## config.mk

```make
export PLATFORM = sky130hd
export DESIGN_NAME = glyph_pair_ligature_substitution_unit
export DESIGN_NICKNAME = d
export VERILOG_FILES = /design/src/hdl/gpls_pkg.sv /design/src/hdl/glyph_pair_ligature_substitution_unit.sv
export SDC_FILE = /design/constraint.sdc
export NUM_CORES = 2
export LEC_CHECK = 0
export BUFFER_PORTS_ARGS = -buffer_cell sky130_fd_sc_hd__buf_2
export CAP_MARGIN = 10
export CORE_MARGIN = 1
export CORE_UTILIZATION = 35
export CTS_CLUSTER_SIZE = 12
export DETAILED_ROUTE_END_ITERATION = 8
export REMOVE_ABC_BUFFERS = 1
export SYNTH_ARGS = -nofsm -noshare
export SYNTH_HDL_FRONTEND = slang
export SYNTH_SLANG_ARGS = --single-unit
```

## constraint.sdc

```tcl
create_clock -name clk -period 4.95 [get_ports clk]
set_input_delay 0.99 -clock clk [delete_from_list [all_inputs] [get_ports clk]]
set_output_delay 0.99 -clock clk [all_outputs]
set_load 0.01 [all_outputs]
```

## src/hdl/gpls_pkg.sv

```systemverilog
// Constants and types for the glyph pair ligature substitution unit.
package gpls_pkg;

  localparam int TABLE_ENTRIES    = 64;
  localparam int GLYPH_BITS       = 16;
  localparam int ENTRY_INDEX_BITS = 6;
  localparam int TABLE_IDX_BITS   = $clog2(TABLE_ENTRIES);

  localparam logic CMD_LOAD  = 1'b0;
  localparam logic CMD_GLYPH = 1'b1;

  typedef logic [GLYPH_BITS-1:0] glyph_t;

  // One buffered output word; lig selects the ligature read data for the glyph.
  typedef struct packed {
    glyph_t glyph;
    logic   lig;
    glyph_t first;
    glyph_t second;
    logic   last;
  } res_word_t;

endpackage

```

## src/hdl/glyph_pair_ligature_substitution_unit.sv

```systemverilog
// Glyph pair ligature substitution: pair table, pair compare and output buffer.
// An accepted word is registered in the input register, then in the result buffer; a held glyph goes out with the next.
// Throughput: one item per cycle while in_stall is low; a two-word item holds the result buffer until its
//   second word is taken, so the next item that yields a word waits for that, and longer while out_stall is high.
// Reset clears the entry valid bits, the held glyph and all pipeline valids at once;
//   table payload is undefined until written and needs no clearing pass.
module glyph_pair_ligature_substitution_unit
  import gpls_pkg::*;
(
  input  logic                        clk,
  input  logic                        rst,
  input  logic                        in_valid,
  output logic                        in_stall,
  input  logic                        command,
  input  logic [ENTRY_INDEX_BITS-1:0] entry_index,
  input  logic [GLYPH_BITS-1:0]       entry_first,
  input  logic [GLYPH_BITS-1:0]       entry_second,
  input  logic [GLYPH_BITS-1:0]       entry_ligature,
  input  logic                        entry_enable,
  input  logic [GLYPH_BITS-1:0]       glyph_in,
  input  logic                        sequence_end,
  output logic                        out_valid,
  input  logic                        out_stall,
  output logic [GLYPH_BITS-1:0]       glyph_out,
  output logic                        is_ligature,
  output logic [GLYPH_BITS-1:0]       part_first,
  output logic [GLYPH_BITS-1:0]       part_second,
  output logic                        last_of_sequence
);

  // input register
  logic                        s0_valid;
  logic                        s0_command;
  logic [ENTRY_INDEX_BITS-1:0] s0_index;
  glyph_t                      s0_first;
  glyph_t                      s0_second;
  glyph_t                      s0_ligature;
  logic                        s0_enable;
  glyph_t                      s0_glyph;
  logic                        s0_end;

  // pair table: compared in parallel, ligature glyphs in a memory
  glyph_t                   pair_first  [TABLE_ENTRIES];
  glyph_t                   pair_second [TABLE_ENTRIES];
  logic [TABLE_ENTRIES-1:0] pair_valid;
  glyph_t                   lig_mem     [TABLE_ENTRIES];
  glyph_t                   lig_rd;

  glyph_t held_glyph;
  logic   held_valid;

  // result buffer, up to two words
  res_word_t  r0;
  res_word_t  r1;
  logic [1:0] res_cnt;
  logic       res_two;

  logic                      in_acc;
  logic                      out_acc;
  logic                      is_glyph;
  logic                      is_load;
  logic                      wr_en;
  logic [TABLE_IDX_BITS-1:0] wr_idx;
  logic [TABLE_ENTRIES-1:0]  match;
  logic                      hit;
  logic [TABLE_IDX_BITS-1:0] hit_idx;
  logic                      lig_take;
  logic [1:0]                new_cnt;
  res_word_t                 w0;
  res_word_t                 w1;
  logic                      res_free;
  logic                      s0_adv;
  logic                      res_load;
  logic                      sel1;
  logic [1:0]                res_cnt_next;
  logic                      s0_valid_next;
  glyph_t                    held_glyph_next;
  logic                      held_valid_next;

  assign is_glyph = s0_command == CMD_GLYPH;
  assign is_load  = s0_valid && (s0_command == CMD_LOAD);
  assign wr_idx   = s0_index[TABLE_IDX_BITS-1:0];
  assign wr_en    = is_load &&
                    ({1'b0, s0_index} < (ENTRY_INDEX_BITS+1)'(TABLE_ENTRIES));

  always_comb begin
    for (int i = 0; i < TABLE_ENTRIES; i++) begin
      match[i] = pair_valid[i] && (pair_first[i] == held_glyph) &&
                 (pair_second[i] == s0_glyph);
    end
  end

  // lowest matching index wins
  always_comb begin
    hit_idx = '0;
    for (int i = TABLE_ENTRIES - 1; i >= 0; i--) begin
      if (match[i]) begin
        hit_idx = TABLE_IDX_BITS'(i);
      end
    end
  end

  assign hit      = |match;
  assign lig_take = is_glyph && held_valid && hit;

  always_comb begin
    new_cnt         = 2'd0;
    w0              = '0;
    w1              = '0;
    held_glyph_next = held_glyph;
    held_valid_next = held_valid;
    if (is_glyph) begin
      if (!held_valid) begin
        if (s0_end) begin
          new_cnt  = 2'd1;
          w0.glyph = s0_glyph;
          w0.last  = 1'b1;
        end else begin
          held_glyph_next = s0_glyph;
          held_valid_next = 1'b1;
        end
      end else if (hit) begin
        new_cnt         = 2'd1;
        w0.lig          = 1'b1;
        w0.first        = held_glyph;
        w0.second       = s0_glyph;
        w0.last         = s0_end;
        held_glyph_next = '0;
        held_valid_next = 1'b0;
      end else begin
        w0.glyph = held_glyph;
        if (s0_end) begin
          new_cnt         = 2'd2;
          w1.glyph        = s0_glyph;
          w1.last         = 1'b1;
          held_glyph_next = '0;
          held_valid_next = 1'b0;
        end else begin
          new_cnt         = 2'd1;
          held_glyph_next = s0_glyph;
        end
      end
    end
  end

  assign out_valid = res_cnt != 2'd0;
  assign out_acc   = out_valid && !out_stall;
  assign res_free  = (res_cnt == 2'd0) || ((res_cnt == 2'd1) && !out_stall);
  assign s0_adv    = s0_valid && ((new_cnt == 2'd0) || res_free);
  assign res_load  = s0_adv && (new_cnt != 2'd0);
  assign in_stall  = s0_valid && !s0_adv;
  assign in_acc    = in_valid && !in_stall;

  always_comb begin
    res_cnt_next = res_cnt;
    if (res_load) begin
      res_cnt_next = new_cnt;
    end else if (out_acc) begin
      res_cnt_next = res_cnt - 2'd1;
    end
  end

  always_comb begin
    s0_valid_next = s0_valid;
    if (in_acc) begin
      s0_valid_next = 1'b1;
    end else if (s0_adv) begin
      s0_valid_next = 1'b0;
    end
  end

  always_ff @(posedge clk) begin
    if (rst) begin
      s0_valid   <= 1'b0;
      res_cnt    <= 2'd0;
      res_two    <= 1'b0;
      held_valid <= 1'b0;
      held_glyph <= '0;
      pair_valid <= '0;
    end else begin
      s0_valid <= s0_valid_next;
      res_cnt  <= res_cnt_next;
      if (res_load) begin
        res_two <= new_cnt == 2'd2;
      end
      if (s0_adv) begin
        held_valid <= held_valid_next;
        held_glyph <= held_glyph_next;
      end
      if (wr_en) begin
        pair_valid[wr_idx] <= s0_enable;
      end
    end
  end

  always_ff @(posedge clk) begin
    if (in_acc) begin
      s0_command  <= command;
      s0_index    <= entry_index;
      s0_first    <= entry_first;
      s0_second   <= entry_second;
      s0_ligature <= entry_ligature;
      s0_enable   <= entry_enable;
      s0_glyph    <= glyph_in;
      s0_end      <= sequence_end;
    end
    if (wr_en) begin
      pair_first[wr_idx]  <= s0_first;
      pair_second[wr_idx] <= s0_second;
    end
    if (res_load) begin
      r0 <= w0;
      r1 <= w1;
    end
  end

  // ligature memory: one write port, one registered read port
  always_ff @(posedge clk) begin
    if (wr_en) begin
      lig_mem[wr_idx] <= s0_ligature;
    end
    if (res_load && lig_take) begin
      lig_rd <= lig_mem[hit_idx];
    end
  end

  // second word of a two-word item goes out once the first has been taken
  assign sel1             = res_two && (res_cnt == 2'd1);
  assign glyph_out        = sel1 ? r1.glyph : (r0.lig ? lig_rd : r0.glyph);
  assign is_ligature      = !sel1 && r0.lig;
  assign part_first       = sel1 ? '0 : r0.first;
  assign part_second      = sel1 ? '0 : r0.second;
  assign last_of_sequence = sel1 ? r1.last : r0.last;

`ifndef SYNTHESIS
  a_two_drain: assert property (@(posedge clk) disable iff (rst)
    (res_cnt == 2'd2) && !out_stall |=> res_cnt == 2'd1)
    else $error("two-word buffer did not drain by one");

  a_hit_clears_held: assert property (@(posedge clk) disable iff (rst)
    s0_adv && lig_take |=> !held_valid)
    else $error("held glyph survived a ligature match");

  a_plain_parts_zero: assert property (@(posedge clk) disable iff (rst)
    out_valid && !is_ligature |-> (part_first == '0) && (part_second == '0))
    else $error("pair fields set on a plain glyph");

  a_stall_needs_item: assert property (@(posedge clk) disable iff (rst)
    in_stall |-> s0_valid && (res_cnt != 2'd0))
    else $error("input stalled with nothing pending");

  a_cnt_range: assert property (@(posedge clk) disable iff (rst)
    res_cnt == 2'd2 |-> res_two)
    else $error("two words buffered without two-word item");
`endif

endmodule

```

# Word level (Yosys, flattened, before mapping)
# Memory sizes are Yosys's and may differ from the RTL's. A register that Yosys moved wholly into a read port is not among the register bits.
# Cells that the tools add are included.
[totals]
ramBits = 3072
register_bits = 225
elab_cells = 415
memories = 3
output_inout_bits = 52
[op_classes]
muxes = 96
n_eq_ne = 131
bitwise_logic = 2
n_addsub = 1
reduce_logical = 159
order_cmp = 2
[mem_list]
columns = ["memory", "depth", "word_bits", "read_ports", "rd_clocked_by_memory_dff", "wr", "line", "rtl"]
rows = [
  ["lig_mem", 64, 16, 1, 1, 1, "glyph_pair_ligature_substitution_unit.sv:46", "glyph_t lig_mem [TABLE_ENTRIES];"],
  ["pair_first", 64, 16, 64, 0, 1, "glyph_pair_ligature_substitution_unit.sv:43", "glyph_t pair_first [TABLE_ENTRIES];"],
  ["pair_second", 64, 16, 64, 0, 1, "glyph_pair_ligature_substitution_unit.sv:44", "glyph_t pair_second [TABLE_ENTRIES];"],
]
[op_table]
columns = ["operator", "count"]
rows = [
  ["$eq A16 B16 Y1", 128],
  ["$mux W6", 64],
  ["$mux W16", 11],
  ["$logic_and A1 B1 Y1", 141],
  ["$reduce_or A66 Y1", 1],
  ["$bwmux W64", 1],
  ["$reduce_or A64 Y1", 1],
  ["$mux W34", 1],
  ["$mux W1", 12],
  ["$mux W2", 6],
  ["$reduce_bool A2 Y1", 4],
  ["$lt A6 B7 Y1 const B", 1],
  ["$demux W1 S6", 1],
  ["$ge A6 B1 Y1 const B", 1],
  ["$reduce_and A3 Y1", 2],
  ["$logic_not A1 Y1", 4],
  ["$logic_not A2 Y1", 2],
  ["$reduce_and A2 Y1", 2],
  ["$eq A2 B1 Y1 const B", 1],
  ["$eq A2 B2 Y1 const B", 1],
  ["$logic_or A1 B1 Y1", 2],
  ["$ne A2 B1 Y1 const B", 1],
  ["$not A1 Y1", 2],
  ["$sub A2 B1 Y2 const B", 1],
]

# Depth between registers and ports, before layout
# An unclocked memory read counts as a cell.
[logic_depth]
ltp_word = 68
ltp_mapped = 24
ltp_nobuf = 16

# Worst setup path before layout
# Ideal clock, no wire load.
[synth_timing]
kind = "in2reg"
startpoint = "input port out_stall"
endpoint = "register s0_command (netlist: is_glyph), enable pin"
setup_ns = 0.504
t_required_ns = 4.446
arrival_time_ns = 4.478
path_slack_ns = -0.032
stages = 6
cell_sequence = "nand2b_1 > o2111ai_1 > inv_1 > nand2_1 > inv_1 > nor2_1"
[synth_via]
elab_chain_cells = 9
[synth_lines]
columns = ["item", "line", "rtl"]
rows = [
  ["from (decl)", "glyph_pair_ligature_substitution_unit.sv:23", "input logic out_stall,"],
  ["$logic_not A1 Y1", "glyph_pair_ligature_substitution_unit.sv:148", "assign res_free = (res_cnt == 2'd0) || ((res_cnt == 2'd1) && !out_stall);"],
  ["$logic_and A1 B1 Y1", "glyph_pair_ligature_substitution_unit.sv:148", ""],
  ["$logic_or A1 B1 Y1", "glyph_pair_ligature_substitution_unit.sv:148", ""],
  ["$logic_or A1 B1 Y1", "glyph_pair_ligature_substitution_unit.sv:149", "assign s0_adv = s0_valid && ((new_cnt == 2'd0) || res_free);"],
  ["$logic_and A1 B1 Y1", "glyph_pair_ligature_substitution_unit.sv:149", ""],
  ["$logic_not A1 Y1", "glyph_pair_ligature_substitution_unit.sv:151", "assign in_stall = s0_valid && !s0_adv;"],
  ["$logic_and A1 B1 Y1", "glyph_pair_ligature_substitution_unit.sv:151", ""],
  ["via in_stall", "glyph_pair_ligature_substitution_unit.sv:13", "output logic in_stall,"],
  ["$logic_not A1 Y1", "glyph_pair_ligature_substitution_unit.sv:152", "assign in_acc = in_valid && !in_stall;"],
  ["$logic_and A1 B1 Y1", "glyph_pair_ligature_substitution_unit.sv:152", ""],
  ["via in_acc", "glyph_pair_ligature_substitution_unit.sv:58", "logic in_acc;"],
  ["to (signal assigned)", "glyph_pair_ligature_substitution_unit.sv:198", "s0_command <= command;"],
  ["to (decl)", "glyph_pair_ligature_substitution_unit.sv:33", "logic s0_command;"],
]
# The timed path passes the listed nets, and every way through them passes these cells.
# A chain may end at the register's enable or synchronous reset.

# Final worst setup path
[layout_timing]
startpoint = "register s0_glyph[15]"
endpoint = "register lig_rd[15], read port of lig_mem, data pin"
[layout_via]
elab_chain_cells = 66
[layout_lines]
columns = ["item", "line", "rtl"]
rows = [
  ["from (decl)", "glyph_pair_ligature_substitution_unit.sv:39", "glyph_t s0_glyph;"],
  ["from (signal assigned)", "glyph_pair_ligature_substitution_unit.sv:204", "s0_glyph <= glyph_in;"],
  ["$eq A16 B16 Y1", "glyph_pair_ligature_substitution_unit.sv:89", "(pair_second[i] == s0_glyph);"],
  ["$logic_and A1 B1 Y1", "glyph_pair_ligature_substitution_unit.sv:88", "match[i] = pair_valid[i] && (pair_first[i] == held_glyph) &&"],
  ["$mux W6 (64 in a row)", "glyph_pair_ligature_substitution_unit.sv:97", "if (match[i]) begin"],
  ["to (decl)", "glyph_pair_ligature_substitution_unit.sv:47", "glyph_t lig_rd;"],
]
# Parallel ways exist; a longest one is shown, timed or not.

==> reports/summary.txt <==
Maximum clock frequency: 0.1759 GHz
CTS tree: done
Total power: 60.64 mW
Vias in the first global route: 94570
PwrDens: 338.9 nW/um^2
Via-to-Cell Ratio: 5.779
Post-Syn Area: 142100 sq um
Final setup fails: 17
Initial core utilization: 35.21%
Synth cell types: 89
Placer Congestion: 0.9460
Antenna Nets Post-Route: 0
Clock slew at reported path FFs: 0.06 ns
Ys flop type: edfxtp_1
Max-slew headroom: 6.923%
Minimum clock period: 5.686 ns
Number of flops mapped to enable cells by yosys: 3228
Global-route wire length before repair: 781400 um
Met3 routed WL: 62550 um
RSZ-0062 raised after global routing: yes
Total wire length: 582300 um
Worst Skew: 0.1006 ns
Max Slew Vio Count: 0
Seq cells post-synth: 3313
Required time of the worst setup path: 5.72 ns
Startpoint class of the critical path: flop
Hold Slack: 0.1780 ns
IO Port Bufs: 128
Status: finished with violations
Cells after Synth: 9310
Worst flop-to-flop path endpoint: lig_rd[15]
Worst Setup EP: lig_rd[15]
CP Depth: 23
Worst stage delay on the critical path: 0.59 ns
Tcrit/Tclk final: 114.9%
Crit-path max FO: 9
DR top layer: met5
Max VDD drop: 0.0003376 V
Met2 WL: 264900 um
Hold_buf cts: 0
R2R Path Start: s0_glyph[15]
Core box area: 403500 sq um
Reg2Reg Depth: 23
Seq/Total Area, Yosys: 69.42%
Async SR Flop Fraction: 0%
Die height: 639.1 um
Drt wl/cell: 34.18 um
Clock Sinks: 3313
Syn-to-layout area delta: 25.93%
CTS buffer count: 360
Bufs on Longest Clock Path: 4
# IOs: 129
DR pass1 iterations: 9
CTS H-Tree Depth: 5
Comb pwr share: 6.3%
Worst Setup SP: s0_glyph[15]
Largest net degree at the start of global routing: 86
Failing checks: setup timing
Cell mode on critical path: buf_12
Sequential share of power: 51.1%
Power Internal: 46.41 mW
Pre-CTS WS: -1.731 ns
CP delay by family, top: simple AND/OR/NAND/NOR gates
Gr usage total: 27.56%
Hold Path Class: input pin to flop
Hold Path Depth: 1
Crit path cell chain: buf_12 -> buf_16 -> buf_12 -> xor2_2 -> nor4_2 -> nand4_1 -> or4_4 -> buf_8 -> a21o_1 -> a221o_1 -> a311oi_2 -> buf_4 -> o41ai_4 -> buf_6 -> buf_6 -> or2_4 -> buf_12 -> buf_16 -> o22ai_4 -> nor2_4 -> buf_4 -> or4_4 -> o31ai_2
Worst-margin pin slew: 1.392 ns
Congestion Overflow GR: 0
Final nets: 11420
Die width: 639.1 um
Die area: 408500 sq um
Met1 wire length: 218900 um
WP buf/inv: 10
HPWL Detailed: 353900 um
NetSw: 14.22 mW
Final Cell Area: 178900 sq um
Final hold vios: 0
CP arrival: 6.46 ns
Final TNS setup: -10.01 ns
Setup ws final: -0.7359 ns
Max-Cap Viols: 0
Layout cell share with drive strength beyond 1: 26.81%
Clock Latency Late Sink: 1.00 ns
Critical-path top delay cell: or4_4
DRC viols: 0
Row count: 233
Cell Area, Placed: 163100 sq um
Synth warn: 0
CP Capture Type: flop
R2R Setup Slk: -0.74 ns
DR vias: 98440
Root Driver: clkbuf_16
Clock share of power: 42.6%
Initial antenna violation count: 44
Worst Setup Path Type: flop to flop
Leak: 63.67 nW
Mapped Avg Cell Area: 15.26 sq um
Sw frac: 23.46%
Number of DRC markers in iteration 0: 15420
[state kept, by name (all words and copies together), names as in the netlist, 2 cells and up]
register,cells
lig_rd,16
res_cnt,2
s0_ligature,16
pair_second,1024
r0,50
pair_first,1024
r1,17
s0_first,16
s0_glyph,16
s0_index,6
s0_second,16
lig_mem,1024
pair_valid,64
held_glyph,16
[cells in the final DEF (no fill, tap or decap), drive strengths merged, types with 85 or more instances in the layout]
| master | n |
|---|---|
| nor4 | 667 |
| o21ai | 144 |
| edfxtp | 3228 |
| a21oi | 154 |
| xor2 | 1484 |
| nor2 | 271 |
| buf | 2119 |
| nand2 | 305 |
| nand4 | 340 |
| clkinv | 118 |
| clkbuf | 484 |
| mux2i | 346 |
| dfxtp | 85 |
| xnor2 | 565 |
| nand3 | 130 |
| and2 | 103 |
| nor3 | 131 |
[area by class of cell]
class,count,area (sq um)
antenna,30,75.07
timing repair buffer,2128,19230
tap,5405,6763
multi-input combinational,5497,43020
clock inverter,144,1311
sequential,3313,98690
inverter,38,146.4
fill,35740,224600
clock buffer,478,9677
[per-stage QoR]
step | utilization, % | std cells
CTS | 43.79 | 16930
global placement | 40.43 | 16220
global route | 44.34 | 17020
detailed placement | 40.44 | 16220
floorplan | - | 8848
finish | 44.34 | 17030
[power by group through the flow]
| stage | sequential [mW] | clock, mW | combinational (mW) |
|---|---|---|---|
| 3_5_place_dp | 31.6 | 0 | 3.50 |
| 2_1_floorplan | 32.0 | 0 | 0.803 |
| 5_1_grt | 31.0 | 27.0 | 3.82 |
| 3_3_place_gp | 31.6 | 0 | 3.48 |
| 6_report | 31.0 | 25.9 | 3.81 |
| 4_1_cts | 31.0 | 26.0 | 3.60 |
[worst min path at each step]
stage | start | endpoint | slack, ns
after detailed placement | pair_valid[51] | pair_valid[51] | 0.49
after global routing | entry_first[9] | s0_first[9] | 0.15
after CTS | entry_index[3] | s0_index[3] | 0.13
final | entry_first[9] | s0_first[9] | 0.18
after floorplan | pair_valid[10] | pair_valid[10] | 0.45
after global placement | pair_valid[51] | pair_valid[51] | 0.47
[synthesized netlist by cell type, types with 17 or more instances]
cell      instances  area [sq um]
mux2i_1         346          3463
or3_1            27         168.9
o22ai_1          70         437.9
nor4_1          667          4173
nor2_1          271          1017
nor4b_1          46         402.9
buf_4            74         555.5
a31oi_1          35         219.0
nand4b_1         70         613.1
xor2_1         1484         13000
o211ai_1         54         405.4
clkbuf_1        113         424.2
nor2b_1          35         219.0
and3_1           20         125.1
or4_1            67         503.0
a211oi_1         27         202.7
or2_2            20         125.1
o221a_2          30         337.8
nand2_1         305          1145
buf_2           150         750.7
nand3_1         129         645.6
o31ai_1          18         135.1
nor3_1          131         655.6
mux2_2           24         270.3
or3b_2           17         148.9
dfxtp_1          85          1702
xnor2_1         564          4940
o221ai_1         77         674.4
o21ai_0         134         670.6
a22oi_1          32         240.2
a21oi_1         154         770.7
and2_1          102         638.1
buf_6           104          1171
nand4_1         340          2127
inv_1            37         138.9
edfxtp_1       3228         96930
[layer usage]
metal	GRT usage (%)	vias to the layer above
met3	5.201	1451
met4	14.71	14
li1	-	39870
met2	43.52	6650
met5	0	-
met1	35.98	50450
[cells by family after synthesis]
group	count (synthesis)	share of synthesized area, %
flops	3313	69.42
simple gates	2298	9.219
xor+xnor	2049	12.64
compound gates	778	3.798
buf+inv	500	2.277
mux	370	2.628
fa+ha+maj	2	0.01761
[timing repair]
item                       in CTS  in global routing
pin swaps                      74                117
setup endpoints to repair      76                 41
buffers inserted               86                 73
gates resized for setup       312                282
gates cloned                    8                  4
No activity file was read; power rests on OpenSTA's default activity.
